[config.mk]
export PLATFORM = sky130hd
export DESIGN_NAME = expression_token_lexer
export DESIGN_NICKNAME = d
export VERILOG_FILES = /design/src/design/etl_pkg.sv /design/src/design/etl_core.sv /design/src/design/etl_rsp_queue.sv /design/src/design/expression_token_lexer.sv
export VERILOG_INCLUDE_DIRS = /design/src /design/src/design
export SDC_FILE = /design/constraint.sdc
export NUM_CORES = 2
export LEC_CHECK = 0
export BUFFER_PORTS_ARGS = -buffer_cell sky130_fd_sc_hd__buf_2
export CAP_MARGIN = 40
export CORE_UTILIZATION = 55
export DETAILED_ROUTE_END_ITERATION = 10
export PLACE_DENSITY = 0.72
export SETUP_SLACK_MARGIN = 0.3
export SYNTH_ARGS = -nofsm -noshare
export SYNTH_HDL_FRONTEND = slang
export SYNTH_SLANG_ARGS = --single-unit
[constraint.sdc]
create_clock -name clock -period 7.3 [get_ports clock]
set_input_delay 0.73 -clock clock [delete_from_list [all_inputs] [get_ports clock]]
set_output_delay 0.73 -clock clock [all_outputs]
set_load 0.01 [all_outputs]
[src/design/assert_macros.svh]
// ----------------------------------------------------------------------------
// assert_macros.svh
// shared concurrent assertion macros, clocked with synchronous reset disable
// ----------------------------------------------------------------------------
`ifndef ASSERT_MACROS_SVH
`define ASSERT_MACROS_SVH

// property must hold at every clock edge outside reset
`define ASSERT_ALWAYS(lbl, clk, rst, expr, msg) \
   lbl: assert property (@(posedge clk) disable iff (rst) (expr)) else $error(msg);

// antecedent in this cycle implies consequent in the same cycle
`define ASSERT_IMPLY(lbl, clk, rst, ante, cons, msg) \
   lbl: assert property (@(posedge clk) disable iff (rst) (ante) |-> (cons)) else $error(msg);

// antecedent in this cycle implies consequent in the next cycle
`define ASSERT_NEXT(lbl, clk, rst, ante, cons, msg) \
   lbl: assert property (@(posedge clk) disable iff (rst) (ante) |=> (cons)) else $error(msg);

`endif

[src/design/etl_pkg.sv]
// ----------------------------------------------------------------------------
// etl_pkg
// types and constants shared by the expression token lexer modules
// ----------------------------------------------------------------------------
package etl_pkg;

   typedef enum logic [2:0] {
      KIND_EOF   = 3'd0,
      KIND_CHAR  = 3'd1,
      KIND_IDENT = 3'd2,
      KIND_INT   = 3'd3,
      KIND_SHL   = 3'd4,
      KIND_SHR   = 3'd5,
      KIND_POW   = 3'd6
   } kind_type;

   typedef enum logic [2:0] {
      MODE_IDLE,
      MODE_IDENT,
      MODE_ZERO,
      MODE_NUM,
      MODE_SKIP,
      MODE_LT,
      MODE_GT,
      MODE_STAR
   } mode_type;

   typedef enum logic [1:0] {
      RADIX_BIN,
      RADIX_OCT,
      RADIX_DEC,
      RADIX_HEX
   } radix_type;

   localparam int ERR_PREFIX   = 0;
   localparam int ERR_DIGIT    = 1;
   localparam int ERR_OVERFLOW = 2;
   localparam int ERR_ANGLE    = 3;

   localparam int DATA_BITS = 144;

   typedef struct packed {
      logic [2:0]  token_kind;
      logic [7:0]  char_code;
      logic [63:0] int_value;
      logic [3:0]  error_flags;
      logic [31:0] start_pos;
      logic [31:0] end_pos;
      logic        last;
   } result_type;

   typedef struct packed {
      logic [1:0] count;
      result_type first;
      result_type second;
   } push_type;

   function automatic logic [4:0] radix_value(input radix_type r);
      logic [4:0] v;
      case (r)
         RADIX_BIN: v = 5'd2;
         RADIX_OCT: v = 5'd8;
         RADIX_DEC: v = 5'd10;
         RADIX_HEX: v = 5'd16;
         default:   v = 5'd10;
      endcase
      return v;
   endfunction

endpackage

[src/design/etl_core.sv]
// ----------------------------------------------------------------------------
// etl_core
// lexer state and one-byte step logic, up to two tokens per byte
// ----------------------------------------------------------------------------
`include "assert_macros.svh"

module etl_core #(
   parameter int POSITION_BITS = 32
) (
   input  logic               clock,
   input  logic               reset,
   input  logic               step_valid,
   input  logic [7:0]         ch,
   output etl_pkg::push_type  push
);
   import etl_pkg::*;

   localparam int RepBits = (POSITION_BITS < 32) ? POSITION_BITS : 32;

   mode_type                   mode_ff, mode_in;
   radix_type                  radix_ff, radix_in;
   logic [63:0]                accum_ff, accum_in;
   logic [3:0]                 err_ff, err_in;
   logic [POSITION_BITS-1:0]   start_ff, start_in;
   logic [POSITION_BITS-1:0]   position_ff;
   logic [POSITION_BITS-1:0]   next_pos;

   logic [3:0]                 digit;
   logic                       digit_bad;
   logic [3:0]                 digit_eff;
   logic [67:0]                scaled;
   logic [67:0]                sum;
   logic                       overflow;

   logic                       consumed;
   logic                       pend_emit, idle_emit;
   result_type                 pend_res, idle_res;

   function automatic logic is_letter(input logic [7:0] c);
      return (c >= "a" && c <= "z") || (c >= "A" && c <= "Z");
   endfunction

   function automatic logic is_dec(input logic [7:0] c);
      return c >= "0" && c <= "9";
   endfunction

   function automatic logic is_hexdig(input logic [7:0] c);
      return is_dec(c) || (c >= "a" && c <= "f") || (c >= "A" && c <= "F");
   endfunction

   function automatic logic [3:0] hex_val(input logic [7:0] c);
      logic [3:0] v;
      if (is_dec(c)) begin
         v = 4'(c - "0");
      end else if (c >= "a" && c <= "f") begin
         v = 4'(c - "a" + 8'd10);
      end else if (c >= "A" && c <= "F") begin
         v = 4'(c - "A" + 8'd10);
      end else begin
         v = 4'd0;
      end
      return v;
   endfunction

   function automatic logic [31:0] rep_pos(input logic [POSITION_BITS-1:0] p);
      return 32'(p[RepBits-1:0]);
   endfunction

   function automatic result_type make_res(input kind_type k, input logic [7:0] code,
                                           input logic [63:0] v, input logic [3:0] e,
                                           input logic [POSITION_BITS-1:0] s,
                                           input logic [POSITION_BITS-1:0] t);
      result_type r;
      r.token_kind  = k;
      r.char_code   = code;
      r.int_value   = v;
      r.error_flags = e;
      r.start_pos   = rep_pos(s);
      r.end_pos     = rep_pos(t);
      r.last        = 1'b1;
      return r;
   endfunction

   assign next_pos = position_ff + 1'b1;

   // digit accumulate with overflow detect
   assign digit     = hex_val(ch);
   assign digit_bad = 5'(digit) >= radix_value(radix_ff);
   assign digit_eff = digit_bad ? 4'd0 : digit;

   always_comb begin
      case (radix_ff)
         RADIX_BIN: scaled = {4'd0, accum_ff} << 1;
         RADIX_OCT: scaled = {4'd0, accum_ff} << 3;
         RADIX_DEC: scaled = ({4'd0, accum_ff} << 3) + ({4'd0, accum_ff} << 1);
         RADIX_HEX: scaled = {4'd0, accum_ff} << 4;
         default:   scaled = {4'd0, accum_ff};
      endcase
   end

   assign sum      = scaled + 68'(digit_eff);
   assign overflow = |sum[67:64];

   always_comb begin
      mode_in   = mode_ff;
      radix_in  = radix_ff;
      accum_in  = accum_ff;
      err_in    = err_ff;
      start_in  = start_ff;
      consumed  = 1'b0;
      pend_emit = 1'b0;
      idle_emit = 1'b0;
      pend_res  = make_res(KIND_EOF, 8'd0, 64'd0, 4'd0, position_ff, next_pos);
      idle_res  = make_res(KIND_EOF, 8'd0, 64'd0, 4'd0, position_ff, next_pos);

      // pending token
      case (mode_ff)
         MODE_IDLE: begin
            consumed = 1'b0;
         end
         MODE_IDENT: begin
            if (is_letter(ch) || is_dec(ch) || ch == "_") begin
               consumed = 1'b1;
            end else begin
               pend_emit = 1'b1;
               pend_res  = make_res(KIND_IDENT, 8'd0, 64'd0, 4'd0, start_ff, position_ff);
               mode_in   = MODE_IDLE;
            end
         end
         MODE_ZERO: begin
            consumed = 1'b1;
            mode_in  = MODE_NUM;
            if (ch == "b" || ch == "B") begin
               radix_in = RADIX_BIN;
            end else if (ch == "x" || ch == "X") begin
               radix_in = RADIX_HEX;
            end else if (ch >= "0" && ch <= "7") begin
               radix_in = RADIX_OCT;
               accum_in = 64'(digit);
            end else if (is_letter(ch) || is_dec(ch)) begin
               err_in[ERR_PREFIX] = 1'b1;
               radix_in = RADIX_DEC;
            end else begin
               consumed  = 1'b0;
               mode_in   = MODE_IDLE;
               pend_emit = 1'b1;
               pend_res  = make_res(KIND_INT, 8'd0, 64'd0, err_ff, start_ff, position_ff);
            end
         end
         MODE_NUM: begin
            if (is_hexdig(ch)) begin
               consumed = 1'b1;
               if (digit_bad) begin
                  err_in[ERR_DIGIT] = 1'b1;
               end
               if (overflow) begin
                  err_in[ERR_OVERFLOW] = 1'b1;
                  accum_in = 64'd0;
                  mode_in  = MODE_SKIP;
               end else begin
                  accum_in = sum[63:0];
               end
            end else begin
               pend_emit = 1'b1;
               pend_res  = make_res(KIND_INT, 8'd0, accum_ff, err_ff, start_ff, position_ff);
               mode_in   = MODE_IDLE;
            end
         end
         MODE_SKIP: begin
            if (is_hexdig(ch)) begin
               consumed = 1'b1;
            end else begin
               pend_emit = 1'b1;
               pend_res  = make_res(KIND_INT, 8'd0, 64'd0, err_ff, start_ff, position_ff);
               mode_in   = MODE_IDLE;
            end
         end
         MODE_LT, MODE_GT: begin
            mode_in   = MODE_IDLE;
            pend_emit = 1'b1;
            if (ch == ((mode_ff == MODE_LT) ? "<" : ">")) begin
               consumed = 1'b1;
               pend_res = make_res((mode_ff == MODE_LT) ? KIND_SHL : KIND_SHR, 8'd0, 64'd0,
                                   4'd0, start_ff, next_pos);
            end else begin
               pend_res = make_res((mode_ff == MODE_LT) ? KIND_SHL : KIND_SHR, 8'd0, 64'd0,
                                   4'(1 << ERR_ANGLE), start_ff, position_ff);
            end
         end
         MODE_STAR: begin
            mode_in   = MODE_IDLE;
            pend_emit = 1'b1;
            if (ch == "*") begin
               consumed = 1'b1;
               pend_res = make_res(KIND_POW, 8'd0, 64'd0, 4'd0, start_ff, next_pos);
            end else begin
               pend_res = make_res(KIND_CHAR, "*", 64'd0, 4'd0, start_ff, position_ff);
            end
         end
         default: begin
            mode_in = MODE_IDLE;
         end
      endcase

      // byte starts a fresh token
      if (!consumed) begin
         if (ch == " " || ch == 8'h09 || ch == 8'h0a || ch == 8'h0d || ch == 8'h0b) begin
            idle_emit = 1'b0;
         end else if (is_letter(ch) || ch == "_") begin
            start_in = position_ff;
            mode_in  = MODE_IDENT;
         end else if (ch == "0") begin
            start_in = position_ff;
            accum_in = 64'd0;
            err_in   = 4'd0;
            radix_in = RADIX_DEC;
            mode_in  = MODE_ZERO;
         end else if (is_dec(ch)) begin
            start_in = position_ff;
            accum_in = 64'(digit);
            err_in   = 4'd0;
            radix_in = RADIX_DEC;
            mode_in  = MODE_NUM;
         end else if (ch == "<") begin
            start_in = position_ff;
            mode_in  = MODE_LT;
         end else if (ch == ">") begin
            start_in = position_ff;
            mode_in  = MODE_GT;
         end else if (ch == "*") begin
            start_in = position_ff;
            mode_in  = MODE_STAR;
         end else if (ch == 8'd0) begin
            idle_emit = 1'b1;
            idle_res  = make_res(KIND_EOF, 8'd0, 64'd0, 4'd0, position_ff, next_pos);
         end else begin
            idle_emit = 1'b1;
            idle_res  = make_res(KIND_CHAR, ch, 64'd0, 4'd0, position_ff, next_pos);
         end
      end
   end

   always_comb begin
      push.count  = step_valid ? (2'(pend_emit) + 2'(idle_emit)) : 2'd0;
      push.first  = pend_emit ? pend_res : idle_res;
      push.second = idle_res;
      push.first.last = !(pend_emit && idle_emit);
   end

   always_ff @(posedge clock) begin
      if (reset) begin
         mode_ff     <= MODE_IDLE;
         radix_ff    <= RADIX_DEC;
         accum_ff    <= 64'd0;
         err_ff      <= 4'd0;
         start_ff    <= '0;
         position_ff <= '0;
      end else if (step_valid) begin
         mode_ff     <= mode_in;
         radix_ff    <= radix_in;
         accum_ff    <= accum_in;
         err_ff      <= err_in;
         start_ff    <= start_in;
         position_ff <= next_pos;
      end
   end

   `ASSERT_IMPLY(a_two_ends_fresh, clock, reset, push.count == 2'd2,
      push.second.token_kind == KIND_EOF || push.second.token_kind == KIND_CHAR,
      "second token of a byte is not eof or single char")
   `ASSERT_IMPLY(a_push_needs_step, clock, reset, push.count != 2'd0, step_valid,
      "token emitted without a byte")
   `ASSERT_IMPLY(a_skip_has_overflow, clock, reset, mode_ff == MODE_SKIP,
      err_ff[ERR_OVERFLOW], "skip mode without overflow flag")

endmodule

[src/design/etl_rsp_queue.sv]
// ----------------------------------------------------------------------------
// etl_rsp_queue
// four-entry token queue, up to two pushes and one pop per cycle
// ----------------------------------------------------------------------------
`include "assert_macros.svh"

module etl_rsp_queue (
   input  logic                 clock,
   input  logic                 reset,
   input  etl_pkg::push_type    push,
   output logic                 room,
   output logic                 rsp_valid,
   input  logic                 rsp_ready,
   output etl_pkg::result_type  head
);
   import etl_pkg::*;

   localparam int Depth   = 4;
   localparam int PtrBits = 2;

   result_type           entry_ff [Depth];
   logic [PtrBits-1:0]   wr_ptr_ff, rd_ptr_ff;
   logic [PtrBits:0]     count_ff, count_in;
   logic                 pop;

   assign room      = count_ff <= 3'(Depth - 2);
   assign rsp_valid = count_ff != '0;
   assign head      = entry_ff[rd_ptr_ff];
   assign pop       = rsp_valid && rsp_ready;
   assign count_in  = count_ff + 3'(push.count) - 3'(pop);

   always_ff @(posedge clock) begin
      if (push.count != 2'd0) begin
         entry_ff[wr_ptr_ff] <= push.first;
      end
      if (push.count == 2'd2) begin
         entry_ff[wr_ptr_ff + 1'b1] <= push.second;
      end
   end

   always_ff @(posedge clock) begin
      if (reset) begin
         wr_ptr_ff <= '0;
         rd_ptr_ff <= '0;
         count_ff  <= '0;
      end else begin
         wr_ptr_ff <= wr_ptr_ff + PtrBits'(push.count);
         rd_ptr_ff <= rd_ptr_ff + PtrBits'(pop);
         count_ff  <= count_in;
      end
   end

   `ASSERT_ALWAYS(a_count_bound, clock, reset, count_ff <= 3'(Depth),
      "queue count beyond depth")
   `ASSERT_IMPLY(a_push_fits, clock, reset, push.count != 2'd0, room,
      "push into queue without room")
   `ASSERT_IMPLY(a_pair_last, clock, reset, push.count == 2'd2,
      !push.first.last && push.second.last, "last marker wrong on token pair")

endmodule

[src/design/expression_token_lexer.sv]
// ----------------------------------------------------------------------------
// expression_token_lexer
// streaming lexer: one character byte in, tokens with positions out
// ----------------------------------------------------------------------------
//  channel | dir | transaction
//  req     | in  | one character byte (tdata[7:0])
//  rsp     | out | one token, kind on tuser, tlast on the final token of a byte
//
//  one byte per cycle while the queue has room; each byte yields zero, one or two tokens
//  a byte is held in the input register, then its tokens enter the queue
//  rsp_tvalid follows the queue count, so a token is offered once it is written into the queue
//  the four-entry token queue sets the stall: a byte waits while fewer than two slots are free
//  reset is synchronous and returns the lexer to idle at position zero
// ----------------------------------------------------------------------------
module expression_token_lexer #(
   parameter int POSITION_BITS = 32
) (
   input  logic                          clock,
   input  logic                          reset,
   input  logic                          req_tvalid,
   output logic                          req_tready,
   input  logic [7:0]                    req_tdata,  // ch
   output logic                          rsp_tvalid,
   input  logic                          rsp_tready,
   // char_code, int_value, error_flags, start_pos, end_pos, pad
   output logic [etl_pkg::DATA_BITS-1:0] rsp_tdata,
   output logic [2:0]                    rsp_tuser,  // token_kind
   output logic                          rsp_tlast
);
   import etl_pkg::*;

   logic        in_valid_ff;
   logic [7:0]  in_byte_ff;
   logic        room;
   logic        advance;
   push_type    push;
   result_type  head;

   assign advance    = in_valid_ff && room;
   assign req_tready = !in_valid_ff || room;

   always_ff @(posedge clock) begin
      if (reset) begin
         in_valid_ff <= 1'b0;
      end else if (req_tready) begin
         in_valid_ff <= req_tvalid;
      end
   end

   always_ff @(posedge clock) begin
      if (req_tvalid && req_tready) begin
         in_byte_ff <= req_tdata;
      end
   end

   etl_core #(
      .POSITION_BITS(POSITION_BITS)
   ) u_core (
      .clock      (clock),
      .reset      (reset),
      .step_valid (advance),
      .ch         (in_byte_ff),
      .push       (push)
   );

   etl_rsp_queue u_queue (
      .clock     (clock),
      .reset     (reset),
      .push      (push),
      .room      (room),
      .rsp_valid (rsp_tvalid),
      .rsp_ready (rsp_tready),
      .head      (head)
   );

   assign rsp_tdata = {4'd0, head.end_pos, head.start_pos, head.error_flags,
                       head.int_value, head.char_code};
   assign rsp_tuser = head.token_kind;
   assign rsp_tlast = head.last;

endmodule

==> metrics.txt <==
status finished, final reports clean; number of synthesized flops with an enable pin 300; initial antenna violation count 2; DPL Wire Length 88.5 mm; CTS root buf clkbuf_16; Setup-failing EPs final 0; routability cong. 1.03; Largest delay share family, worst path simple AND/OR/NAND/NOR gates; Yosys top cell by area edfxtp_1; Pwr Density 235 mW/mm²; Syn Std Cell Area 0.0411 mm²; Core Rows 99; Post-Syn Instances 4,137; area of the multi-input gates 0.0218 mm²; final WL 133 mm; drt first pass iters 5; Required @ worst endpoint 7880 ps; Distinct cells, synth 99; static leakage 15.1 nW; design area 0.0453 mm²; fin nets 4,126; die width 275 µm; TritonCTS clock tree yes; first-pass GRT wire length 203 mm; Final Cycle Share 90.5%; Async S/R FF share, synth 0%; Worst path slowest cell or4_1; power share of the combinational group 19.8%; ys flop type dfxtp_1; most frequent CP cell ha_1; diode count 0; filler instances 5,999; vias in the first global route 33.4k; crit path DAT 7190 ps; initial core utilization 56.0%; CP Capture Type flop; Clock Skews 37.2 ps; commonest non-fill, non-tap cell in the layout dfxtp_1; H-Tree Depth 3; clock period minus worst slack 6610 ps; FMAX 0.151 GHz; Peak supply drop 0.000515 V; DP Area 0.0426 mm²; commonest cells after routing, fill and taps aside dfxtp_1, nand2_1, edfxtp_1, a32o_1, a21oi_1; total CTS buffers 80; vias per std cell 7.11; Syn. warnings 0; hold buffer count at cts 0; Post-route DRC 0; via count 35.9k; Crit Path Category flop to flop; largest net degree at the start of global routing 105; die height 275 µm; Yosys reg bits 728; core area 0.0735 mm²; HP Class input port to flop; Layout area overhead 10.2%; worst-case clock buffer depth 3; slew margin rel. 37.4%; Seq pwr share 42.5%; post-synthesis sequential area ratio 42.7%; global route overflow 0; max cap viols 0; Reg clk slew, reported paths 60 ps; DR iter-0 viols 4,366; mean cell area of the mapped netlist 9.94 µm²; Switching Share 30.0%; clk_lat worst skew 660 ps; all-layer global routing usage 34.5%; critical path fanouts, max 12; WL/cell 26.3 µm; unrepaired setup endpoints after global routing no; Sequential cell area 0.0176 mm²; Area contributors post-synth edfxtp_1, dfxtp_1, mux4_2; PortBufs 157; critical path's largest stage delay 690 ps; final max-slew violation count 0; io pins 162; Psw 3.20 mW; setup TNS 0 ps; Internal 7.46 mW; worst slew pin tran 933 ps; crit path cell chain buf_4 > ha_1 > nor3b_1 > nor3_2 > a22oi_1 > ha_1 > nand2_1 > nand3_1 > a21oi_1 > nor2_2 > nor2_1 > ha_1 > fa_1 > a21oi_1 > nor2b_1 > and4b_1 > or3b_1 > nor4_1 > nand3b_1 > or4_1 > nor4_4 > xor2_2 > o2111a_2 > a32o_1; Final ANT Viol Nets 0; Synth top area share 21.9%; share of layout cells above drive strength 1 15.3%; Critical Path Start Type flop; CP bufs+invs 1; TritonCTS Sinks 728; final hold vios 0; die area 0.0759 mm²; clock power share 37.7%
power by group through the flow:
stage,clock network (mW),registers (mW),logic (mW)
after global placement,0,4.67,1.99
after detailed placement,0,4.62,2.09
final,4.02,4.54,2.11
after floorplan,0,4.55,1.36
after global routing,4.22,4.56,2.22
after CTS,4.06,4.54,2.10
metrics by stage:
step	util [%]	hold WS (ps)	total power, mW	instances	worst slack, ps
final	61.7	263	10.7	5053	692
after global routing	61.7	267	11.0	5053	281
after CTS	61.5	249	10.7	5048	307
after detailed placement	57.9	449	6.71	4900	178
after global placement	57.6	440	6.66	4883	340
after floorplan	-	431	5.90	4140	823
state kept, by name, indices dropped and copies added, names as in the netlist:
signal / flops
u_queue.entry_ff: 576
u_core.accum_ff: 64
u_core.position_ff: 32
u_core.start_ff: 32
in_byte_ff: 8
u_core.err_ff: 3
u_core.mode_ff: 3
u_queue.count_ff: 3
u_core.radix_ff: 2
u_queue.rd_ptr_ff: 2
u_queue.wr_ptr_ff: 2
in_valid_ff: 1
Yosys cell counts, drive strengths merged, types with 10 or more instances:
library cell and count:
a21oi 259, nand3 60, or2 15, a31oi 21, nor3 66, nand2 363
o31ai 51, ha 83, dfxtp 428, o21a 21, mux2i 51, nor2 255
nand4 64, nand2b 36, buf 111, a22o 145, and2 30, and3 46
o21ai 292, nor2b 15, a221oi 30, or3 41, o21bai 10, a221o 41
mux4 144, inv 70, a211oi 55, a311oi 39, nor4 28, xnor2 49
and4 23, xor2 49, edfxtp 300, clkbuf 344, a22oi 13, a32o 259
o211ai 22, nand4b 10, o22ai 26, a21o 19, nand3b 14
routing by layer:
layer | vias to the layer above | track usage [%] | routed length, µm
met5 | - | 0 | 0
met4 | 0 | 10.9 | 3900
met3 | 267 | 6.85 | 15300
met2 | 2102 | 50.5 | 57300
met1 | 17647 | 50.9 | 56600
li1 | 15906 | - | -
area by class of cell:
cell class                 instances  area share (%)
tap                              959            2.65
timing repair buffer             261            4.11
clock inverter                    28           0.610
inverter                          70           0.591
sequential                       728            38.8
multi-input combinational       2887            48.1
clock buffer                     120            5.18
path summary, 6_finish.rpt:
check | depth (start not counted) | to | from | slack (ps)
hold reg to reg | 1 | u_queue.entry_ff[3][80] | u_queue.entry_ff[3][80] | 460
hold / removal | 1 | in_byte_ff[2] | req_tdata[2] | 260
setup reg to reg | 24 | u_core.accum_ff[8] | in_byte_ff[0] | 690
setup / recovery | 24 | u_core.accum_ff[8] | in_byte_ff[0] | 690
cells by family after synthesis:
logic type,share of synthesized area [%]
AOI/OAI and AO/OA,25.0
xor gates and xnor gates,2.09
adders and majority gates,2.67
buffers and inverters,4.97
DFF,42.7
muxes,9.29
other,0.00912
and+or+nand+nor,13.2
worst reg2reg max path, delay by kind of cell, from the launching register on:
family	cells	cell delay, ps
compound gates	5	1190
flops	1	410
buf+inv	1	190
xor+xnor	1	280
simple gates	13	3510
fa+ha+maj	4	950
what timing repair did:
item                                    4_1_cts  5_1_grt
endpoints found under the setup margin       61       68
hold endpoints to repair                      0        0
setup buffers                                 0        5
gates resized for setup                       2       16
(Power assumes the default switching activity.)
